===== config.mk =====
export PLATFORM = sky130hd
export DESIGN_NAME = tuple_record_decoder
export DESIGN_NICKNAME = d
export VERILOG_FILES = /design/src/rtl/trd_pkg.sv /design/src/rtl/tuple_record_decoder.sv
export SDC_FILE = /design/constraint.sdc
export NUM_CORES = 1
export LEC_CHECK = 0
export BUFFER_PORTS_ARGS = -buffer_cell sky130_fd_sc_hd__buf_2
export CAP_MARGIN = 30
export CORE_MARGIN = 4
export CORE_UTILIZATION = 40
export DETAILED_ROUTE_END_ITERATION = 10
export PLACE_DENSITY = 0.61
export SLEW_MARGIN = 20
export SYNTH_ARGS = -nofsm -noshare
export SYNTH_HDL_FRONTEND = slang
export SYNTH_SLANG_ARGS = --single-unit

===== constraint.sdc =====
create_clock -name clk -period 14.35 [get_ports clk]
set_input_delay 0 -clock clk [delete_from_list [all_inputs] [get_ports clk]]
set_output_delay 0 -clock clk [all_outputs]
set_load 0.01 [all_outputs]

===== src/rtl/trd_pkg.sv =====
package trd_pkg;

  // Input transaction: one row byte
  typedef struct packed {
    logic [7:0] data_byte;
    logic       last_byte;
  } in_item_t;

  // Output transaction: one parse result
  typedef struct packed {
    logic [1:0]         result_kind;
    logic [4:0]         column_index;
    logic [1:0]         column_type;
    logic               is_null;
    logic signed [63:0] column_value;
    logic [7:0]         text_byte;
    logic [2:0]         error_code;
    logic               last_result;
  } out_item_t;

  // Parse phase of the current row
  typedef enum logic [1:0] {
    PH_BITMAP  = 2'd0,
    PH_FIELD   = 2'd1,
    PH_PAYLOAD = 2'd2,
    PH_TRAIL   = 2'd3
  } phase_t;

  // Configuration register indexes
  localparam logic [1:0] REG_COLUMN_COUNT = 2'd0;
  localparam logic [1:0] REG_COLUMN_TYPES = 2'd1;

  // Column type codes
  localparam logic [1:0] TYPE_INT32 = 2'd0;
  localparam logic [1:0] TYPE_INT64 = 2'd1;
  localparam logic [1:0] TYPE_BOOL  = 2'd2;
  localparam logic [1:0] TYPE_TEXT  = 2'd3;

  // Result kinds
  localparam logic [1:0] KIND_VALUE = 2'd0;
  localparam logic [1:0] KIND_TEXT  = 2'd1;
  localparam logic [1:0] KIND_DONE  = 2'd2;
  localparam logic [1:0] KIND_ERROR = 2'd3;

  // Error codes
  localparam logic [2:0] ERR_SHORT_BITMAP = 3'd0;
  localparam logic [2:0] ERR_TEXT_PAYLOAD = 3'd5;
  localparam logic [2:0] ERR_TRAILING     = 3'd6;

  // Field width in bytes for a type code
  function automatic logic [3:0] field_width(input logic [1:0] t);
    logic [3:0] w;
    case (t)
      TYPE_INT32: w = 4'd4;
      TYPE_INT64: w = 4'd8;
      TYPE_BOOL:  w = 4'd1;
      default:    w = 4'd4;
    endcase
    return w;
  endfunction

  // Truncation error code for a type code
  function automatic logic [2:0] trunc_code(input logic [1:0] t);
    return {1'b0, t} + 3'd1;
  endfunction

  // Type code of a column from the packed type list
  function automatic logic [1:0] col_type(input logic [63:0] list, input logic [4:0] col);
    return list[{col, 1'b0} +: 2];
  endfunction

  function automatic out_item_t mk_res(
    input logic [1:0]  kind,
    input logic [4:0]  col,
    input logic [1:0]  t,
    input logic        isn,
    input logic [63:0] val,
    input logic [7:0]  tb,
    input logic [2:0]  err
  );
    out_item_t r;
    r.result_kind  = kind;
    r.column_index = col;
    r.column_type  = t;
    r.is_null      = isn;
    r.column_value = val;
    r.text_byte    = tb;
    r.error_code   = err;
    r.last_result  = 1'b0;
    return r;
  endfunction

endpackage


===== src/rtl/tuple_record_decoder.sv =====
// Queueing: a byte's results enter the result queue at the edge that accepts it and are
//   offered on out_data from the next cycle, behind any results already queued.
// Throughput: one byte per cycle while in_stall is low (two or fewer queued results);
//   the output moves one result per cycle unless out_stall, via a four-entry queue.
// Reset (rst_n low, synchronous): parser back at the row start, queue emptied,
//   column_count_r to 1 and column_types_r to 0.
module tuple_record_decoder #(
  parameter int MAX_COLUMNS = 32
) (
  input  logic                clk,
  input  logic                rst_n,
  input  logic                in_valid,
  output logic                in_stall,
  input  trd_pkg::in_item_t   in_data,
  output logic                out_valid,
  input  logic                out_stall,
  output trd_pkg::out_item_t  out_data,
  input  logic                cfg_valid,
  output logic                cfg_ready,
  input  logic [1:0]          cfg_index,
  input  logic [63:0]         cfg_data
);
  import trd_pkg::*;

  localparam logic [5:0] MaxCols = 6'(MAX_COLUMNS);
  localparam int QDepth = 4;

  // Configuration registers
  logic [5:0]  column_count_r;
  logic [63:0] column_types_r;

  // Row parse state
  phase_t      phase_r, phase_nxt;
  logic [2:0]  byte_pos_r, byte_pos_nxt;
  logic [4:0]  cur_col_r, cur_col_nxt;
  logic [31:0] null_bits_r, null_bits_nxt;
  logic [63:0] acc_r, acc_nxt;
  logic [31:0] text_rem_r, text_rem_nxt;

  // Result queue
  out_item_t   q_mem [QDepth];
  logic [1:0]  q_wr_r, q_rd_r;
  logic [2:0]  q_cnt_r;

  // Per-byte results
  out_item_t   res [2];
  logic [1:0]  res_cnt;

  logic        in_fire, out_fire;
  logic [5:0]  n_eff;
  logic [6:0]  nb_sum;
  logic [3:0]  nb;
  phase_t      ph;
  logic [7:0]  b;
  logic        last;
  logic [1:0]  t;
  logic [63:0] acc_new;
  logic [63:0] v;
  logic        isn;
  logic        do_adv;
  logic [5:0]  next_col;
  logic [1:0]  next_t;

  assign in_fire   = in_valid && !in_stall;
  assign out_fire  = out_valid && !out_stall;
  assign in_stall  = (q_cnt_r > 3'(QDepth - 2));
  assign out_valid = (q_cnt_r != 3'd0);
  assign out_data  = q_mem[q_rd_r];
  assign cfg_ready = 1'b1;

  // Take configuration writes
  always_ff @(posedge clk) begin
    if (!rst_n) begin
      column_count_r <= 6'd1;
      column_types_r <= 64'd0;
    end else if (cfg_valid && cfg_ready) begin
      case (cfg_index)
        REG_COLUMN_COUNT: column_count_r <= cfg_data[5:0];
        REG_COLUMN_TYPES: column_types_r <= cfg_data;
        default: ;
      endcase
    end
  end

  // Decode one byte: next parse state and up to two results
  always_comb begin
    phase_nxt     = phase_r;
    byte_pos_nxt  = byte_pos_r;
    cur_col_nxt   = cur_col_r;
    null_bits_nxt = null_bits_r;
    acc_nxt       = acc_r;
    text_rem_nxt  = text_rem_r;
    res[0]        = '0;
    res[1]        = '0;
    res_cnt       = 2'd0;
    do_adv        = 1'b0;
    b             = in_data.data_byte;
    last          = in_data.last_byte;
    n_eff         = (column_count_r > MaxCols) ? MaxCols : column_count_r;
    nb_sum        = {1'b0, n_eff} + 7'd7;
    nb            = nb_sum[6:3];
    t             = col_type(column_types_r, cur_col_r);
    acc_new       = acc_r | ({56'd0, b} << {byte_pos_r, 3'b000});
    isn           = null_bits_r[cur_col_r];
    v             = acc_new;
    next_col      = {1'b0, cur_col_r} + 6'd1;
    next_t        = col_type(column_types_r, next_col[4:0]);

    // Skip to trailing when no column is left; the row stays there
    ph = phase_r;
    if (ph == PH_BITMAP && n_eff == 6'd0) ph = PH_TRAIL;
    if (ph == PH_FIELD && {1'b0, cur_col_r} >= n_eff) ph = PH_TRAIL;
    phase_nxt = ph;

    unique case (ph)
      PH_BITMAP: begin
        null_bits_nxt = null_bits_r | ({24'd0, b} << {byte_pos_r[1:0], 3'b000});
        if ({2'd0, byte_pos_r[1:0]} + 4'd1 >= nb) begin
          phase_nxt    = PH_FIELD;
          byte_pos_nxt = 3'd0;
          cur_col_nxt  = 5'd0;
          acc_nxt      = 64'd0;
          if (last) begin
            res[res_cnt[0]] = mk_res(KIND_ERROR, 5'd0, column_types_r[1:0], 1'b0, 64'd0,
                                     8'd0, trunc_code(column_types_r[1:0]));
            res_cnt = res_cnt + 2'd1;
          end
        end else begin
          byte_pos_nxt = {1'b0, byte_pos_r[1:0]} + 3'd1;
          if (last) begin
            res[res_cnt[0]] = mk_res(KIND_ERROR, 5'd0, TYPE_INT32, 1'b0, 64'd0, 8'd0,
                                     ERR_SHORT_BITMAP);
            res_cnt = res_cnt + 2'd1;
          end
        end
      end
      PH_FIELD: begin
        acc_nxt = acc_new;
        if ({1'b0, byte_pos_r} + 4'd1 >= field_width(t)) begin
          case (t)
            TYPE_INT32: v = {{32{acc_new[31]}}, acc_new[31:0]};
            TYPE_BOOL:  v = {63'd0, (acc_new[7:0] != 8'd0)};
            TYPE_TEXT:  v = {32'd0, acc_new[31:0]};
            default:    v = acc_new;
          endcase
          res[res_cnt[0]] = mk_res(KIND_VALUE, cur_col_r, t, isn, isn ? 64'd0 : v, 8'd0,
                                   3'd0);
          res_cnt = res_cnt + 2'd1;
          if (t == TYPE_TEXT && v[31:0] != 32'd0) begin
            phase_nxt    = PH_PAYLOAD;
            text_rem_nxt = v[31:0];
            byte_pos_nxt = 3'd0;
            if (last) begin
              res[res_cnt[0]] = mk_res(KIND_ERROR, cur_col_r, t, 1'b0, 64'd0, 8'd0,
                                       ERR_TEXT_PAYLOAD);
              res_cnt = res_cnt + 2'd1;
            end
          end else begin
            do_adv = 1'b1;
          end
        end else begin
          byte_pos_nxt = byte_pos_r + 3'd1;
          if (last) begin
            res[res_cnt[0]] = mk_res(KIND_ERROR, cur_col_r, t, 1'b0, 64'd0, 8'd0,
                                     trunc_code(t));
            res_cnt = res_cnt + 2'd1;
          end
        end
      end
      PH_PAYLOAD: begin
        if (!isn) begin
          res[res_cnt[0]] = mk_res(KIND_TEXT, cur_col_r, TYPE_TEXT, 1'b0, 64'd0, b, 3'd0);
          res_cnt = res_cnt + 2'd1;
        end
        if (text_rem_r <= 32'd1) begin
          text_rem_nxt = 32'd0;
          do_adv       = 1'b1;
        end else begin
          text_rem_nxt = text_rem_r - 32'd1;
          if (last) begin
            res[res_cnt[0]] = mk_res(KIND_ERROR, cur_col_r, TYPE_TEXT, 1'b0, 64'd0, 8'd0,
                                     ERR_TEXT_PAYLOAD);
            res_cnt = res_cnt + 2'd1;
          end
        end
      end
      PH_TRAIL: begin
        if (last) begin
          res[res_cnt[0]] = mk_res(KIND_ERROR, 5'd0, TYPE_INT32, 1'b0, 64'd0, 8'd0,
                                   ERR_TRAILING);
          res_cnt = res_cnt + 2'd1;
        end
      end
    endcase

    // Advance to the next column, or finish the row
    if (do_adv) begin
      if (next_col >= n_eff) begin
        if (last) begin
          res[res_cnt[0]] = mk_res(KIND_DONE, 5'd0, TYPE_INT32, 1'b0, 64'd0, 8'd0, 3'd0);
          res_cnt = res_cnt + 2'd1;
        end else begin
          phase_nxt = PH_TRAIL;
        end
      end else begin
        cur_col_nxt  = next_col[4:0];
        phase_nxt    = PH_FIELD;
        byte_pos_nxt = 3'd0;
        acc_nxt      = 64'd0;
        if (last) begin
          res[res_cnt[0]] = mk_res(KIND_ERROR, next_col[4:0], next_t, 1'b0, 64'd0, 8'd0,
                                   trunc_code(next_t));
          res_cnt = res_cnt + 2'd1;
        end
      end
    end

    // Start a new row after the last byte
    if (last) begin
      phase_nxt     = PH_BITMAP;
      byte_pos_nxt  = 3'd0;
      cur_col_nxt   = 5'd0;
      null_bits_nxt = 32'd0;
      acc_nxt       = 64'd0;
      text_rem_nxt  = 32'd0;
    end

    // Mark the final result of this byte
    if (res_cnt == 2'd1) res[0].last_result = 1'b1;
    if (res_cnt == 2'd2) res[1].last_result = 1'b1;
  end

  // Advance parse state on each accepted byte
  always_ff @(posedge clk) begin
    if (!rst_n) begin
      phase_r     <= PH_BITMAP;
      byte_pos_r  <= 3'd0;
      cur_col_r   <= 5'd0;
      null_bits_r <= 32'd0;
      acc_r       <= 64'd0;
      text_rem_r  <= 32'd0;
    end else if (in_fire) begin
      phase_r     <= phase_nxt;
      byte_pos_r  <= byte_pos_nxt;
      cur_col_r   <= cur_col_nxt;
      null_bits_r <= null_bits_nxt;
      acc_r       <= acc_nxt;
      text_rem_r  <= text_rem_nxt;
    end
  end

  // Push results into the queue
  always_ff @(posedge clk) begin
    if (in_fire) begin
      if (res_cnt != 2'd0) q_mem[q_wr_r] <= res[0];
      if (res_cnt == 2'd2) q_mem[q_wr_r + 2'd1] <= res[1];
    end
  end

  // Track queue pointers and fill level
  always_ff @(posedge clk) begin
    if (!rst_n) begin
      q_wr_r  <= 2'd0;
      q_rd_r  <= 2'd0;
      q_cnt_r <= 3'd0;
    end else begin
      if (in_fire) q_wr_r <= q_wr_r + res_cnt;
      if (out_fire) q_rd_r <= q_rd_r + 2'd1;
      q_cnt_r <= q_cnt_r + ((in_fire) ? {1'b0, res_cnt} : 3'd0)
               - {2'd0, out_fire};
    end
  end

  a_queue_bound: assert property (@(posedge clk) disable iff (!rst_n)
    q_cnt_r <= 3'(QDepth))
    else $error("result queue overflow");

  a_last_gives_result: assert property (@(posedge clk) disable iff (!rst_n)
    in_fire && in_data.last_byte |-> res_cnt != 2'd0)
    else $error("row end produced no result");

  a_row_restart: assert property (@(posedge clk) disable iff (!rst_n)
    in_fire && in_data.last_byte |=> phase_r == PH_BITMAP && byte_pos_r == 3'd0)
    else $error("parser did not restart after row end");

  a_payload_pending: assert property (@(posedge clk) disable iff (!rst_n)
    phase_r == PH_PAYLOAD |-> text_rem_r != 32'd0)
    else $error("payload phase with no bytes left");

endmodule


# --- Word level (Yosys, flattened, before mapping) ---
# Memory sizes are Yosys's and may differ from the RTL's. A register that Yosys moved wholly into a read port is not among the register bits.
# Cells that the tools add are included.
word_totals:
  memories: 1
  word_cells: 182
  ram_bits: 344
  reg_bits: 215
op_classes:
  add_sub_neg: 17
  n_mux: 93
  bitwise: 7
  shifts: 4
  reduce_logical: 25
  magnitude_cmp: 12
  eq_ne: 12
mem_list:
  columns: ["memory", "depth", "word_bits", "read_ports", "rd_ports_with_merged_regs", "wr", "line_no", "source"]
  rows:
  - ["q_mem", 4, 86, 1, 1, 2, "tuple_record_decoder.sv:41", "out_item_t q_mem [QDepth];"]
op_table:
  columns: ["cell", "n"]
  rows:
  - ["172-bit 2-to-1 mux", 6]
  - ["86-bit 2-to-1 mux", 12]
  - ["64-bit 2-to-1 mux", 7]
  - ["172-bit bitwise mux", 2]
  - ["86-bit one-hot mux with 4 select lines", 1]
  - ["32-bit 2-to-1 mux", 6]
  - ["64-bit one-hot mux with 3 select lines", 1]
  - ["86-bit demux with 1-bit select", 2]
  - ["86-bit one-hot mux with 2 select lines", 1]
  - ["170-bit bitwise AND", 1]
  - ["170-bit NOT", 1]
  - ["64-bit one-hot mux with 2 select lines", 1]
  - ["64-bit by 7-bit indexed part select with 2-bit output", 2]
  - ["85-bit 2-to-1 mux", 1]
  - ["64-bit bitwise OR", 1]
  - ["32-bit one-hot mux with 2 select lines", 1]
  - ["8-bit by 6-bit left shift with 64-bit output", 1]
  - ["2-bit 2-to-1 mux", 19]
  - ["32-bit by 1-bit less-or-equal comparator with 1-bit output (second input constant)", 1]
  - ["32-bit bitwise OR", 1]
  - ["32-bit nonzero test", 1]
  - ["8-bit by 5-bit left shift with 32-bit output", 1]
  - ["32-bit by 1-bit subtractor with 32-bit output (second input constant)", 1]
  - ["5-bit 2-to-1 mux", 5]
  - ["43 further kinds", 94]

# --- Longest topological paths before layout ---
# Gate-level depths: netlist of the first run.
logic_depth:
  word_depth: 29
  ltp_mapped: 28
  depth_no_buf: 24

# --- Worst setup path before layout of the first run ---
# Ideal clock, no wire load.
synth_path:
  path_type: "flip-flop to flip-flop"
  from: "register cur_col_r[1]"
  to: "memory q_mem[0][0] in the netlist's numbering (enable)"
  arrival_ps: 13344
  n_path_buf: 4
  slack_ps: 241
  path_stages_with_launch: 19
  setup_time_ps: 764
  t_required_ps: 13586
  path_cell_list: "dfxtp_1 -> clkbuf_1 -> buf_1 -> buf_1 -> mux4_2 -> mux4_2 -> mux2i_1 -> ha_1 -> inv_1 -> clkbuf_1 -> ha_1 -> o21ai_0 -> o21ba_2 -> a211oi_1 -> o2bb2ai_1 -> nand2_1 -> nand2_1 -> nor3_1 -> o41ai_1"
synth_rtl:
  columns: ["item", "line_no", "source"]
  rows:
  - ["from (decl)", "tuple_record_decoder.sv:35", "logic [4:0] cur_col_r, cur_col_nxt;"]
  - ["from (signal assigned)", "tuple_record_decoder.sv:245", "cur_col_r <= cur_col_nxt;"]
  - ["to (decl)", "tuple_record_decoder.sv:41", null]

==> results of run 1 <==
[worst max-delay path, cell delays in order (launching register included)]
cell and delay [ps]:
sky130_fd_sc_hd__dfxtp_2 570, sky130_fd_sc_hd__buf_4 480, sky130_fd_sc_hd__mux4_2 550, sky130_fd_sc_hd__mux4_2 490, sky130_fd_sc_hd__mux2i_1 560, sky130_fd_sc_hd__ha_1 350, sky130_fd_sc_hd__inv_1 280, sky130_fd_sc_hd__ha_1 370
sky130_fd_sc_hd__o21ai_0 100, sky130_fd_sc_hd__o21ba_2 250, sky130_fd_sc_hd__a211oi_1 310, sky130_fd_sc_hd__clkbuf_2 260, sky130_fd_sc_hd__o2bb2ai_1 180, sky130_fd_sc_hd__nand2_1 150, sky130_fd_sc_hd__a21oi_4 370, sky130_fd_sc_hd__o2111ai_2 270
sky130_fd_sc_hd__buf_6 260, sky130_fd_sc_hd__o41ai_2 60, sky130_fd_sc_hd__buf_4 520, sky130_fd_sc_hd__buf_4 710
[placed cells by master (no fill, tap or decap), types with 37 or more instances in the layout]
master	Yosys	routed
sky130_fd_sc_hd__nand2_1	291	291
sky130_fd_sc_hd__a21oi_1	188	187
sky130_fd_sc_hd__nand3_1	42	42
sky130_fd_sc_hd__buf_2	48	168
sky130_fd_sc_hd__nor2_1	274	271
sky130_fd_sc_hd__mux2i_1	43	43
sky130_fd_sc_hd__dfxtp_1	217	214
sky130_fd_sc_hd__clkbuf_16	0	59
sky130_fd_sc_hd__edfxtp_1	344	344
sky130_fd_sc_hd__dlygate4sd3_1	0	79
sky130_fd_sc_hd__buf_4	2	37
sky130_fd_sc_hd__o21ai_0	64	64
sky130_fd_sc_hd__mux4_2	131	131
sky130_fd_sc_hd__nor3_1	148	147
[routing by layer]
| layer | part of all wire, % | track usage [%] | vias up |
|---|---|---|---|
| li1 | - | - | 8957 |
| met4 | 2.7 | 6.28 | 0 |
| met5 | 0 | 0 | - |
| met1 | 42 | 27.4 | 9736 |
| met3 | 6.3 | 3.09 | 111 |
| met2 | 49 | 33.6 | 731 |
[path summary, 6_finish.rpt]
| check | end | slack [ps] | cells after the start |
|---|---|---|---|
| hold / removal | q_wr_r[0] | 90 | 4 |
| hold reg to reg | acc_r[17] | 460 | 2 |
| setup / recovery | q_mem[0][31] | 6730 | 19 |
| setup reg to reg | q_mem[0][31] | 6730 | 19 |
[layout make-up]
| class | instances | area, um^2 | area share, % |
|---|---|---|---|
| antenna | 1 | 2.50 | 0.00810 |
| clock buffer | 82 | 1640 | 5.32 |
| clock inverter | 26 | 277 | 0.895 |
| inverter | 29 | 111 | 0.361 |
| multi-input combinational | 1544 | 10800 | 35.1 |
| sequential | 561 | 14700 | 47.6 |
| tap | 855 | 1070 | 3.46 |
| timing repair buffer | 302 | 2240 | 7.27 |
[kinds of logic after synthesis]
group	count (synthesis)
AO/OA/AOI/OAI	425
buffers and inverters	213
flip-flops	561
adder cells (fa/ha/maj)	35
AND/OR/NAND/NOR	867
XOR/XNOR	29
other	1
multiplexers	187
[per-stage QoR]
| step | total power, W | worst slack (ps) | hold WS, ps |
|---|---|---|---|
| after floorplan | 0.00238 | 241 | 129 |
| after CTS | 0.00417 | 6380 | 40.3 |
| after global routing | 0.00430 | 6340 | 101 |
| final | 0.00413 | 6730 | 94.7 |
| after global placement | 0.00264 | 6090 | 243 |
| after detailed placement | 0.00265 | 6390 | 245 |
[power groups by stage]
stage          clock network, W  registers (W)  logic, W
4_1_cts                 0.00153        0.00183  0.000803
6_report                0.00150        0.00183  0.000800
5_1_grt                 0.00159        0.00184  0.000864
3_3_place_gp                  0        0.00188  0.000753
3_5_place_dp                  0        0.00187  0.000784
2_1_floorplan                 0        0.00184  0.000535
[sequential cells by signal (all words and copies together) (netlist names), named ones only]
name / flops
q_rd_r: 2
q_mem: 344
null_bits_r: 32
phase_r: 2
text_rem_r: 32
byte_pos_r: 3
column_count_r: 6
q_cnt_r: 3
column_types_r: 64
acc_r: 64
cur_col_r: 5
q_wr_r: 2
==> flow_results.xml, run 1 <==
<?xml version="1.0" encoding="UTF-8"?>
<metrics>
  <group name="power">
    <metric name="power.clock.fraction" unit="%">36.3</metric>
    <metric name="share_comb_of_total_power" unit="%">19.3</metric>
    <metric name="power.ir.vdd_worst" unit="uV">109</metric>
    <metric name="internal_power" unit="W">0.00299</metric>
    <metric name="power-per-cell-area" unit="nW/um^2">134</metric>
    <metric name="power_switching_share" unit="%">27.7</metric>
    <metric name="power.sequential.fraction" unit="%">44.3</metric>
    <metric name="total_switching_power" unit="W">0.00114</metric>
    <metric name="total_leakage_power" unit="nW">11.2</metric>
  </group>
  <group name="timing">
    <metric name="finalSetupTns" unit="ps">0</metric>
    <metric name="hold_violations" unit="">0</metric>
    <metric name="setup_viol" unit="">0</metric>
    <metric name="finalCriticalPeriod" unit="ps">7620</metric>
    <metric name="max_slew_margin" unit="%">32.7</metric>
    <metric name="maxSlewViolCount" unit="">0</metric>
    <metric name="timing_worst_slew_pin_value" unit="ps">1010</metric>
    <metric name="final_worst_clock_skew" unit="ps">31.4</metric>
    <metric name="timing.fmax" unit="MHz">131</metric>
    <metric name="finalCritPeriodShare" unit="%">53.1</metric>
    <metric name="grt_setup_unrepaired" unit="">false</metric>
  </group>
  <group name="clock_tree">
    <metric name="cts_setup_buffers" unit="">0</metric>
    <metric name="ctsRootBufferMaster" unit="">sky130_fd_sc_hd__clkbuf_16</metric>
    <metric name="cts_tree" unit="">yes</metric>
    <metric name="tritoncts_num_sinks" unit="">561</metric>
    <metric name="clk_pin_slew" unit="ps">60</metric>
    <metric name="ctsResizeCount" unit="">0</metric>
    <metric name="holdBufCountCts" unit="">79</metric>
    <metric name="clk_latency" unit="ps">640</metric>
    <metric name="number_of_buffers_created_by_cts" unit="">58</metric>
    <metric name="cts_h_tree_depth" unit="">2</metric>
    <metric name="clk_path_buf_depth" unit="">3</metric>
  </group>
  <group name="logic_synthesis">
    <metric name="synth_commonest_cells" unit="">344 x sky130_fd_sc_hd__edfxtp_1, 291 x sky130_fd_sc_hd__nand2_1, 274 x sky130_fd_sc_hd__nor2_1</metric>
    <metric name="compound_cell_area_share_of_the_yosys_netlist" unit="%">10.3</metric>
    <metric name="post-synth-top-area-cell" unit="">sky130_fd_sc_hd__edfxtp_1</metric>
    <metric name="synth_top_flop_cell" unit="">sky130_fd_sc_hd__edfxtp_1</metric>
    <metric name="synth_xor_xnor_area_share" unit="%">0.965</metric>
    <metric name="synth.most_common_cell" unit="">sky130_fd_sc_hd__edfxtp_1</metric>
    <metric name="arithmetic_cell_share_of_the_synthesized_area_counting_full_adders_half_adders_and_majority_gates" unit="%">1.69</metric>
    <metric name="synthesis_warnings" unit="">0</metric>
    <metric name="number_of_enable_type_register_cells_in_the_synthesized_netlist" unit="">344</metric>
    <metric name="synth_top_family_by_area" unit="">simple AND/OR/NAND/NOR gates</metric>
    <metric name="ys_seq_area_share" unit="%">55.8</metric>
    <metric name="syn-mean-instance-area" unit="um^2">11.3</metric>
    <metric name="postSynthCellCount" unit="">2318</metric>
    <metric name="synth_top_area_share" unit="%">39.3</metric>
    <metric name="synthTopCellsByArea" unit="">sky130_fd_sc_hd__edfxtp_1 39%, sky130_fd_sc_hd__dfxtp_1 17%, sky130_fd_sc_hd__mux4_2 11%</metric>
    <metric name="mappedNetlistArea" unit="um^2">26300</metric>
    <metric name="synth_simple_gate_area_share" unit="%">14.6</metric>
    <metric name="synthArstFlopShare" unit="%">0</metric>
    <metric name="synth.net_count" unit="">2433</metric>
    <metric name="yosysUniqueCellTypes" unit="">77</metric>
    <metric name="synth_seq_cells" unit="">561</metric>
    <metric name="muxShareOfSynthArea" unit="%">13.4</metric>
  </group>
  <group name="die">
    <metric name="floorplan.die.height" unit="um">264</metric>
    <metric name="start_util" unit="%">40.6</metric>
    <metric name="floorplan.rows" unit="">93</metric>
    <metric name="io_pins" unit="">169</metric>
    <metric name="fp.dieArea" unit="um^2">69900</metric>
    <metric name="core_area" unit="um^2">64800</metric>
    <metric name="die-width" unit="um">264</metric>
  </group>
  <group name="status">
    <metric name="run_status" unit="">finished clean</metric>
  </group>
  <group name="detailed_routing">
    <metric name="post_drt_via_cell_ratio" unit="">5.75</metric>
    <metric name="vias" unit="">19500</metric>
    <metric name="remaining_design_rule_violation_count" unit="">0</metric>
    <metric name="ant_nets" unit="">0</metric>
    <metric name="drt_wl_total" unit="um">73000</metric>
    <metric name="drtIter0Drc" unit="">1680</metric>
    <metric name="drt-pass1-iter-count" unit="">5</metric>
    <metric name="route.detailed.wl_per_inst" unit="um">21.5</metric>
  </group>
  <group name="critical_path">
    <metric name="cp_data_arrival_time" unit="ps">7860</metric>
    <metric name="critical_path.startpoint_type" unit="">register</metric>
    <metric name="timing.critical_path.from" unit="">cur_col_r[0]</metric>
    <metric name="end_kind" unit="">register</metric>
    <metric name="timing.critical_path.fanout_max" unit="">51</metric>
    <metric name="worst_ep_required_time" unit="ps">14590</metric>
    <metric name="critPathKind" unit="">reg2reg</metric>
    <metric name="r2r_start" unit="">cur_col_r[0]</metric>
  </group>
  <group name="grt">
    <metric name="largest_net_degree_at_the_start_of_global_routing" unit="">74</metric>
    <metric name="antenna_found_initial" unit="">1</metric>
    <metric name="global_route_wire_length_before_repair" unit="um">113000</metric>
    <metric name="gr-usage-all-layers" unit="%">20.2</metric>
    <metric name="grt_pass1_vias" unit="">19400</metric>
    <metric name="grt-ovfl-total" unit="">0</metric>
  </group>
  <group name="layout">
    <metric name="postLayoutCoreUtil" unit="%">47.6</metric>
    <metric name="final_cells" unit="">3400</metric>
    <metric name="nNetsFinal" unit="">2611</metric>
    <metric name="drive_gt1_share" unit="%">19.4</metric>
    <metric name="design_area" unit="um^2">30900</metric>
    <metric name="layout-area-overhead-vs-synth" unit="%">17.4</metric>
    <metric name="layout.filler_cells" unit="">5714</metric>
  </group>
  <group name="placement">
    <metric name="place.detailed.hpwl" unit="um">45600</metric>
    <metric name="finalWeightedCongestion" unit="">0.899</metric>
    <metric name="placedCellCount" unit="">3202</metric>
    <metric name="placement.cell_area" unit="um^2">28000</metric>
    <metric name="port_buffer_count" unit="">167</metric>
  </group>
  <group name="flow_run">
    <metric name="drv.max_cap_violation_count" unit="">0</metric>
  </group>
  <group name="hold_path">
    <metric name="hold_path_startpoint" unit="">in_valid</metric>
    <metric name="hold_class" unit="">in2reg</metric>
  </group>
</metrics>
No activity file was read; power rests on OpenSTA's default activity.
==> inputs of run 2 (changes only) <==
--- a/config.mk
+++ b/config.mk
@@ -10,7 +10,7 @@
 export CORE_MARGIN = 4
 export CORE_UTILIZATION = 40
 export DETAILED_ROUTE_END_ITERATION = 10
-export PLACE_DENSITY = 0.61
+export PLACE_DENSITY = 0.58
 export SLEW_MARGIN = 20
 export SYNTH_ARGS = -nofsm -noshare
 export SYNTH_HDL_FRONTEND = slang
==> constraint.sdc (replaced) <==
create_clock -name clk -period 7.8 [get_ports clk]
set_input_delay 0 -clock clk [delete_from_list [all_inputs] [get_ports clk]]
set_output_delay 0 -clock clk [all_outputs]
set_load 0.01 [all_outputs]
==> run 2 against run 1 <==
  * Power rose by 84%
  * Combinational power is 85% higher
  * Clock-buffer cell count is 10 lower
==> flow_results.xml, run 2 (same netlist as run 1, synthesis figures left out) <==
<?xml version="1.0" encoding="UTF-8"?>
<metrics>
  <group name="status">
    <metric name="run_status" unit="">finished clean</metric>
  </group>
  <group name="layout">
    <metric name="max_flop_register" unit="">q_mem</metric>
    <metric name="drive_gt1_share" unit="%">19.8</metric>
    <metric name="largest_registers_in_the_final_layout" unit="">q_mem x344, acc_r x64, column_types_r x64</metric>
    <metric name="final_cells" unit="">3411</metric>
    <metric name="mostFrequentLayoutCell" unit="">sky130_fd_sc_hd__edfxtp_1</metric>
    <metric name="design_area" unit="um^2">30900</metric>
    <metric name="nNetsFinal" unit="">2621</metric>
    <metric name="postLayoutCoreUtil" unit="%">47.6</metric>
    <metric name="largest_register_ffs" unit="">344</metric>
    <metric name="layout-area-overhead-vs-synth" unit="%">17.4</metric>
    <metric name="mostFrequentLayoutCells" unit="">344 x sky130_fd_sc_hd__edfxtp_1, 291 x sky130_fd_sc_hd__nand2_1, 271 x sky130_fd_sc_hd__nor2_1</metric>
  </group>
  <group name="placement">
    <metric name="placedCellCount" unit="">3214</metric>
    <metric name="pre_cts_slack" unit="ps">795</metric>
    <metric name="finalWeightedCongestion" unit="">0.906</metric>
    <metric name="port_buffer_count" unit="">167</metric>
    <metric name="placement.cell_area" unit="um^2">28100</metric>
    <metric name="place.detailed.hpwl" unit="um">47200</metric>
  </group>
  <group name="timing">
    <metric name="max_slew_margin" unit="%">37.0</metric>
    <metric name="maxSlewViolCount" unit="">0</metric>
    <metric name="finalCriticalPeriod" unit="ps">6640</metric>
    <metric name="grt_setup_unrepaired" unit="">false</metric>
    <metric name="setup_viol" unit="">0</metric>
    <metric name="timing.fmax" unit="MHz">151</metric>
    <metric name="finalCritPeriodShare" unit="%">85.1</metric>
    <metric name="pnr_worst_setup_slack" unit="ps">1160</metric>
    <metric name="timing_worst_slew_pin_value" unit="ps">940</metric>
    <metric name="final_worst_clock_skew" unit="ps">30.3</metric>
    <metric name="hold_violations" unit="">0</metric>
  </group>
  <group name="critical_path">
    <metric name="critical_path.startpoint_type" unit="">register</metric>
    <metric name="reg2regPathDepth" unit="">17</metric>
    <metric name="ff2ff_setup_slack" unit="ps">1160</metric>
    <metric name="timing.critical_path.slowest_cell_delay" unit="ps">840</metric>
    <metric name="end_kind" unit="">register</metric>
    <metric name="setup.worst_path.end" unit="">q_mem[1][27]</metric>
    <metric name="r2r_start" unit="">cur_col_r[0]</metric>
    <metric name="worst_ep_required_time" unit="ps">8050</metric>
    <metric name="critPathSlowestCell" unit="">sky130_fd_sc_hd__dfxtp_2</metric>
    <metric name="timing.critical_path.fanout_max" unit="">33</metric>
    <metric name="critPathKind" unit="">reg2reg</metric>
    <metric name="worst_r2r_endpoint" unit="">q_mem[1][27]</metric>
    <metric name="cp_data_arrival_time" unit="ps">6890</metric>
    <metric name="crit_path_cell_trace" unit="">mux4_2 &gt; mux4_2 &gt; mux2i_1 &gt; ha_1 &gt; inv_1 &gt; ha_1 &gt; o21ai_0 &gt; o21ba_2 &gt; a211oi_2 &gt; o2bb2ai_1 &gt; nand2_1 &gt; a21oi_4 &gt; nor2_4 &gt; mux2_2 &gt; nor3_4 &gt; buf_8 &gt; buf_4</metric>
    <metric name="timing.critical_path.from" unit="">cur_col_r[0]</metric>
  </group>
  <group name="die">
    <metric name="floorplan.rows" unit="">93</metric>
    <metric name="core_area" unit="um^2">64800</metric>
    <metric name="floorplan.die.height" unit="um">264</metric>
    <metric name="io_pins" unit="">169</metric>
    <metric name="fp.dieArea" unit="um^2">69900</metric>
    <metric name="start_util" unit="%">40.6</metric>
    <metric name="die-width" unit="um">264</metric>
  </group>
  <group name="grt">
    <metric name="grt_pass1_vias" unit="">19300</metric>
    <metric name="top_usage_layer" unit="">met2</metric>
    <metric name="largest_net_degree_at_the_start_of_global_routing" unit="">87</metric>
    <metric name="use_met2" unit="%">34.6</metric>
    <metric name="antenna_found_initial" unit="">2</metric>
    <metric name="gr-usage-met1" unit="%">28.6</metric>
    <metric name="grt_use_met3" unit="%">3.42</metric>
    <metric name="gr-usage-all-layers" unit="%">20.9</metric>
    <metric name="global_route_wire_length_before_repair" unit="um">116000</metric>
    <metric name="grt-ovfl-total" unit="">0</metric>
  </group>
  <group name="clock_tree">
    <metric name="clk_pin_slew" unit="ps">60</metric>
    <metric name="number_of_buffers_created_by_cts" unit="">60</metric>
    <metric name="ctsRootBufferMaster" unit="">sky130_fd_sc_hd__clkbuf_16</metric>
    <metric name="clk_path_buf_depth" unit="">3</metric>
    <metric name="clk_latency" unit="ps">630</metric>
    <metric name="cts_h_tree_depth" unit="">2</metric>
    <metric name="cts_tree" unit="">yes</metric>
    <metric name="tritoncts_num_sinks" unit="">561</metric>
    <metric name="cts_setup_buffers" unit="">0</metric>
  </group>
  <group name="power">
    <metric name="share_comb_of_total_power" unit="%">19.5</metric>
    <metric name="power_switching_share" unit="%">27.9</metric>
    <metric name="power.sequential.fraction" unit="%">44.4</metric>
    <metric name="finalPower" unit="W">0.00759</metric>
    <metric name="total_leakage_power" unit="nW">11.2</metric>
    <metric name="total_switching_power" unit="W">0.00212</metric>
    <metric name="internal_power" unit="W">0.00547</metric>
    <metric name="power.ir.vdd_worst" unit="uV">150</metric>
    <metric name="power-per-cell-area" unit="nW/um^2">246</metric>
    <metric name="power.clock.fraction" unit="%">36.1</metric>
  </group>
  <group name="detailed_routing">
    <metric name="drtIter0Drc" unit="">2018</metric>
    <metric name="ant_nets" unit="">0</metric>
    <metric name="drt-pass1-iter-count" unit="">5</metric>
    <metric name="vias" unit="">19600</metric>
    <metric name="drt_wl_total" unit="um">75400</metric>
    <metric name="route.detailed.wl_per_inst" unit="um">22.1</metric>
    <metric name="post_drt_via_cell_ratio" unit="">5.76</metric>
    <metric name="remaining_design_rule_violation_count" unit="">0</metric>
  </group>
  <group name="flow_run">
    <metric name="drv.max_cap_violation_count" unit="">0</metric>
  </group>
  <group name="hold_path">
    <metric name="hold_class" unit="">in2reg</metric>
  </group>
</metrics>
run 2: cell types whose count changed in the layout (fill, tap and decap cells not counted), sizes merged:
cell         before  now
buf             221  233
clkbuf           84   72
clkinv           16   33
clkinvlp          7    3
dlygate4sd3      79   77
run 2: through the flow:
step / hold WS [ps] / TNS [ps]
detailed placement: 247 / 0
floorplan: 129 / -408
finish: 15.5 / 0
global route: 12.2 / 0
CTS: 70.0 / 0
global placement: 241 / 0
run 2: power by group through the flow:
stage / Clock [W] / Combinational, W / Sequential [W]
5_1_grt: 0.00292 / 0.00160 / 0.00338
2_1_floorplan: 0 / 0.000991 / 0.00337
4_1_cts: 0.00280 / 0.00150 / 0.00337
3_5_place_dp: 0 / 0.00147 / 0.00343
3_3_place_gp: 0 / 0.00145 / 0.00343
6_report: 0.00274 / 0.00148 / 0.00337
run 2: metal layers:
| metal | share of wire [%] | wire (um) |
|---|---|---|
| met5 | 0.027 | 20 |
| met3 | 6.0 | 4510 |
| met2 | 49 | 36800 |
| met4 | 2.5 | 1880 |
| met1 | 43 | 32300 |
run 2: worst min path at each step:
stage | startpoint | endpoint | slack, ps | cells past startpoint
2_1_floorplan | cfg_data[0] | column_count_r[0] | 130 | 2
3_5_place_dp | cfg_data[41] | column_types_r[41] | 250 | 3
4_1_cts | in_valid | q_wr_r[0] | 70 | 4
5_1_grt | cfg_valid | column_types_r[49] | 10 | 4
3_3_place_gp | cfg_data[41] | column_types_r[41] | 240 | 3
6_report | cfg_valid | column_types_r[52] | 20 | 4
run 2: worst max-delay path: cells and delay by family (launching register included):
kind,cells,cell delay (ps)
AOI/OAI and AO/OA,5,1390
DFF,1,840
and+or+nand+nor,3,580
adders and majority gates,2,640
muxes,4,2010
buffers and inverters,3,780
run 2: area by class of cell:
cell class / instances / area, um^2
fill: 5829 / 33900
tap: 855 / 1070
sequential: 561 / 14700
multi-input combinational: 1544 / 10900
clock buffer: 72 / 1600
clock inverter: 39 / 283
antenna: 1 / 2.50
timing repair buffer: 310 / 2240
inverter: 29 / 111
run 2: repair_timing:
| action | in CTS | in global routing |
|---|---|---|
| hold buffers | 77 | 0 |
| hold endpoints to repair | 159 | 0 |
| resized for setup | 0 | 0 |
==> inputs of run 3 (changes only) <==
--- a/config.mk
+++ b/config.mk
@@ -7,10 +7,12 @@
 export LEC_CHECK = 0
 export BUFFER_PORTS_ARGS = -buffer_cell sky130_fd_sc_hd__buf_2
 export CAP_MARGIN = 30
+export CELL_PAD_IN_SITES_DETAIL_PLACEMENT = 1
+export CELL_PAD_IN_SITES_GLOBAL_PLACEMENT = 2
 export CORE_MARGIN = 4
 export CORE_UTILIZATION = 40
 export DETAILED_ROUTE_END_ITERATION = 10
-export PLACE_DENSITY = 0.58
+export PLACE_DENSITY = 0.8
 export SLEW_MARGIN = 20
 export SYNTH_ARGS = -nofsm -noshare
 export SYNTH_HDL_FRONTEND = slang
==> run 3 against run 2 <==
  * Non-clock buffer count grew 3
  * Routed wire length rose by 6.2%
  * Power increased by 2.0%
  * Sequential cell count is the same
  * Critical path depth down 1
  * Design area is 0.63% higher
  * Via count increased by 0.44%
  * Sequential share of layout area is 0.30 points lower
  * Clock-buffer cell count is 24 higher
  * Sequential power about the same
  * Combinational power hardly changed
  * Global-route usage grew 1.6 points
  * Highest routed layer is now met4
==> flow_results.xml, run 3 (same netlist as run 1, synthesis figures left out) <==
<?xml version="1.0" encoding="UTF-8"?>
<metrics>
  <group name="timing">
    <metric name="max_slew_margin" unit="%">32.9</metric>
    <metric name="finalCriticalPeriod" unit="ps">6690</metric>
    <metric name="grt_setup_unrepaired" unit="">false</metric>
    <metric name="final_worst_clock_skew" unit="ps">28.7</metric>
    <metric name="setup_viol" unit="">0</metric>
    <metric name="maxSlewViolCount" unit="">0</metric>
    <metric name="finalCritPeriodShare" unit="%">85.8</metric>
    <metric name="pnr_worst_setup_slack" unit="ps">1110</metric>
    <metric name="timing_worst_slew_pin_value" unit="ps">1010</metric>
    <metric name="timing.fmax" unit="MHz">150</metric>
    <metric name="hold_violations" unit="">0</metric>
  </group>
  <group name="flow_run">
    <metric name="drv.max_cap_violation_count" unit="">0</metric>
  </group>
  <group name="critical_path">
    <metric name="ff2ff_setup_slack" unit="ps">1110</metric>
    <metric name="timing.critical_path.from" unit="">cur_col_r[0]</metric>
    <metric name="worst_r2r_endpoint" unit="">q_mem[3][56]</metric>
    <metric name="r2r_start" unit="">cur_col_r[0]</metric>
    <metric name="cp_data_arrival_time" unit="ps">6940</metric>
    <metric name="crit_path_cell_trace" unit="">mux4_2 &gt; mux4_2 &gt; mux2i_1 &gt; inv_1 &gt; ha_1 &gt; ha_1 &gt; nor4b_1 &gt; o21ba_2 &gt; a211oi_2 &gt; o2bb2ai_1 &gt; nand2_1 &gt; a21oi_4 &gt; nor2_4 &gt; mux2_2 &gt; nor2_4 &gt; buf_12</metric>
    <metric name="critical_path.startpoint_type" unit="">register</metric>
    <metric name="end_kind" unit="">register</metric>
    <metric name="critPathKind" unit="">reg2reg</metric>
    <metric name="reg2regPathDepth" unit="">16</metric>
    <metric name="setup.worst_path.end" unit="">q_mem[3][56]</metric>
    <metric name="timing.critical_path.fanout_max" unit="">73</metric>
    <metric name="timing.critical_path.slowest_cell_delay" unit="ps">830</metric>
    <metric name="critPathSlowestCell" unit="">sky130_fd_sc_hd__dfxtp_2</metric>
    <metric name="worst_ep_required_time" unit="ps">8050</metric>
  </group>
  <group name="die">
    <metric name="core_area" unit="um^2">64800</metric>
    <metric name="io_pins" unit="">169</metric>
    <metric name="floorplan.die.height" unit="um">264</metric>
    <metric name="die-width" unit="um">264</metric>
    <metric name="floorplan.rows" unit="">93</metric>
    <metric name="start_util" unit="%">40.6</metric>
    <metric name="fp.dieArea" unit="um^2">69900</metric>
  </group>
  <group name="clock_tree">
    <metric name="clk_latency" unit="ps">630</metric>
    <metric name="number_of_buffers_created_by_cts" unit="">60</metric>
    <metric name="tritoncts_num_sinks" unit="">561</metric>
    <metric name="cts_setup_buffers" unit="">0</metric>
    <metric name="cts_tree" unit="">yes</metric>
    <metric name="ctsRootBufferMaster" unit="">sky130_fd_sc_hd__clkbuf_16</metric>
    <metric name="cts_h_tree_depth" unit="">2</metric>
    <metric name="ctsResizeCount" unit="">0</metric>
    <metric name="clk_pin_slew" unit="ps">60</metric>
    <metric name="clk_path_buf_depth" unit="">3</metric>
  </group>
  <group name="grt">
    <metric name="use_met2" unit="%">39.8</metric>
    <metric name="gr-usage-met1" unit="%">29.4</metric>
    <metric name="global_route_wire_length_before_repair" unit="um">124000</metric>
    <metric name="grt_use_met3" unit="%">3.04</metric>
    <metric name="largest_net_degree_at_the_start_of_global_routing" unit="">99</metric>
    <metric name="antenna_found_initial" unit="">0</metric>
    <metric name="gr-usage-all-layers" unit="%">22.4</metric>
    <metric name="grt_pass1_vias" unit="">20900</metric>
    <metric name="top_usage_layer" unit="">met2</metric>
    <metric name="grt-ovfl-total" unit="">0</metric>
  </group>
  <group name="layout">
    <metric name="nNetsFinal" unit="">2624</metric>
    <metric name="max_flop_register" unit="">q_mem</metric>
    <metric name="design_area" unit="um^2">31100</metric>
    <metric name="drive_gt1_share" unit="%">19.7</metric>
    <metric name="layout-area-overhead-vs-synth" unit="%">18.1</metric>
    <metric name="largest_registers_in_the_final_layout" unit="">q_mem x344, acc_r x64, column_types_r x64</metric>
    <metric name="mostFrequentLayoutCell" unit="">sky130_fd_sc_hd__edfxtp_1</metric>
    <metric name="largest_register_ffs" unit="">344</metric>
    <metric name="mostFrequentLayoutCells" unit="">344 x sky130_fd_sc_hd__edfxtp_1, 290 x sky130_fd_sc_hd__nand2_1, 270 x sky130_fd_sc_hd__nor2_1</metric>
  </group>
  <group name="placement">
    <metric name="pre_cts_slack" unit="ps">1180</metric>
    <metric name="placement.cell_area" unit="um^2">28200</metric>
    <metric name="place.detailed.hpwl" unit="um">51600</metric>
    <metric name="finalWeightedCongestion" unit="">0.828</metric>
    <metric name="port_buffer_count" unit="">167</metric>
  </group>
  <group name="power">
    <metric name="power-per-cell-area" unit="nW/um^2">249</metric>
    <metric name="total_leakage_power" unit="nW">11.3</metric>
    <metric name="power.ir.vdd_worst" unit="uV">178</metric>
  </group>
  <group name="detailed_routing">
    <metric name="drtIter0Drc" unit="">1317</metric>
    <metric name="remaining_design_rule_violation_count" unit="">0</metric>
    <metric name="post_drt_via_cell_ratio" unit="">5.77</metric>
    <metric name="drt-pass1-iter-count" unit="">5</metric>
    <metric name="drt_wl_total" unit="um">80100</metric>
    <metric name="route.detailed.wl_per_inst" unit="um">23.4</metric>
    <metric name="ant_nets" unit="">0</metric>
    <metric name="vias" unit="">19700</metric>
  </group>
  <group name="hold_path">
    <metric name="hold_class" unit="">in2reg</metric>
  </group>
  <group name="status">
    <metric name="run_status" unit="">finished clean</metric>
  </group>
</metrics>
-- run 3: through the flow --
stage               hold slack [ps]  util, %  total power [W]  std cells  setup TNS, ps
floorplan                       129        -          0.00436       2318           -408
global placement                240     43.3          0.00489       3209              0
detailed placement              250     43.4          0.00492       3213              0
CTS                            4.67     47.8          0.00784       3410              0
global route                   40.4     47.9          0.00807       3415              0
finish                         35.9     48.0          0.00774       3416              0
-- run 3: routing by layer --
| metal | up-vias | wire length, um |
|---|---|---|
| li1 | 8992 | - |
| met1 | 10100 | 34200 |
| met2 | 505 | 40500 |
| met3 | 88 | 3670 |
| met4 | 0 | 1680 |
| met5 | - | 0 |
-- run 3: final cells by class --
| type | count | area [um^2] |
|---|---|---|
| well taps | 855 | 1070 |
| fillers | 6880 | 33700 |
| inverters | 29 | 111 |
| flip-flops and latches | 561 | 14700 |
| clock buffers | 96 | 1800 |
| multi-input cells | 1544 | 10900 |
| diodes | 1 | 2.50 |
| repair buffers | 313 | 2320 |
| clock inverters | 17 | 203 |
-- run 3: repair_timing --
item | CTS | global route
hold endpoints to repair | 161 | 0
setup endpoints to repair | 0 | 0
hold buffers | 84 | 0
-- run 3: how the worst min path moves through the flow --
stage | from | depth (start not counted) | slack, ps | to
after floorplan | cfg_data[0] | 2 | 130 | column_count_r[0]
after global placement | cfg_data[44] | 3 | 240 | column_types_r[44]
after detailed placement | cfg_data[61] | 3 | 250 | column_types_r[61]
after CTS | cfg_valid | 4 | 5 | column_types_r[0]
after global routing | cfg_valid | 4 | 40 | column_types_r[14]
final | cfg_valid | 4 | 40 | column_types_r[14]
-- run 3: critical path, delay by kind of cell (launching register included) --
kind | cells | cell delay (ps)
mux | 4 | 2030
flops | 1 | 830
fa+ha+maj | 2 | 560
compound gates | 4 | 1360
buf+inv | 2 | 530
simple gates | 4 | 770
-- run 3: power breakdown --
part	internal (W)	total [W]	switching, W	leakage [nW]
Clock	0.00169	0.00289	0.00120	0.991
Combinational	0.000649	0.00147	0.000817	5.22
Sequential	0.00327	0.00339	0.000127	5.09
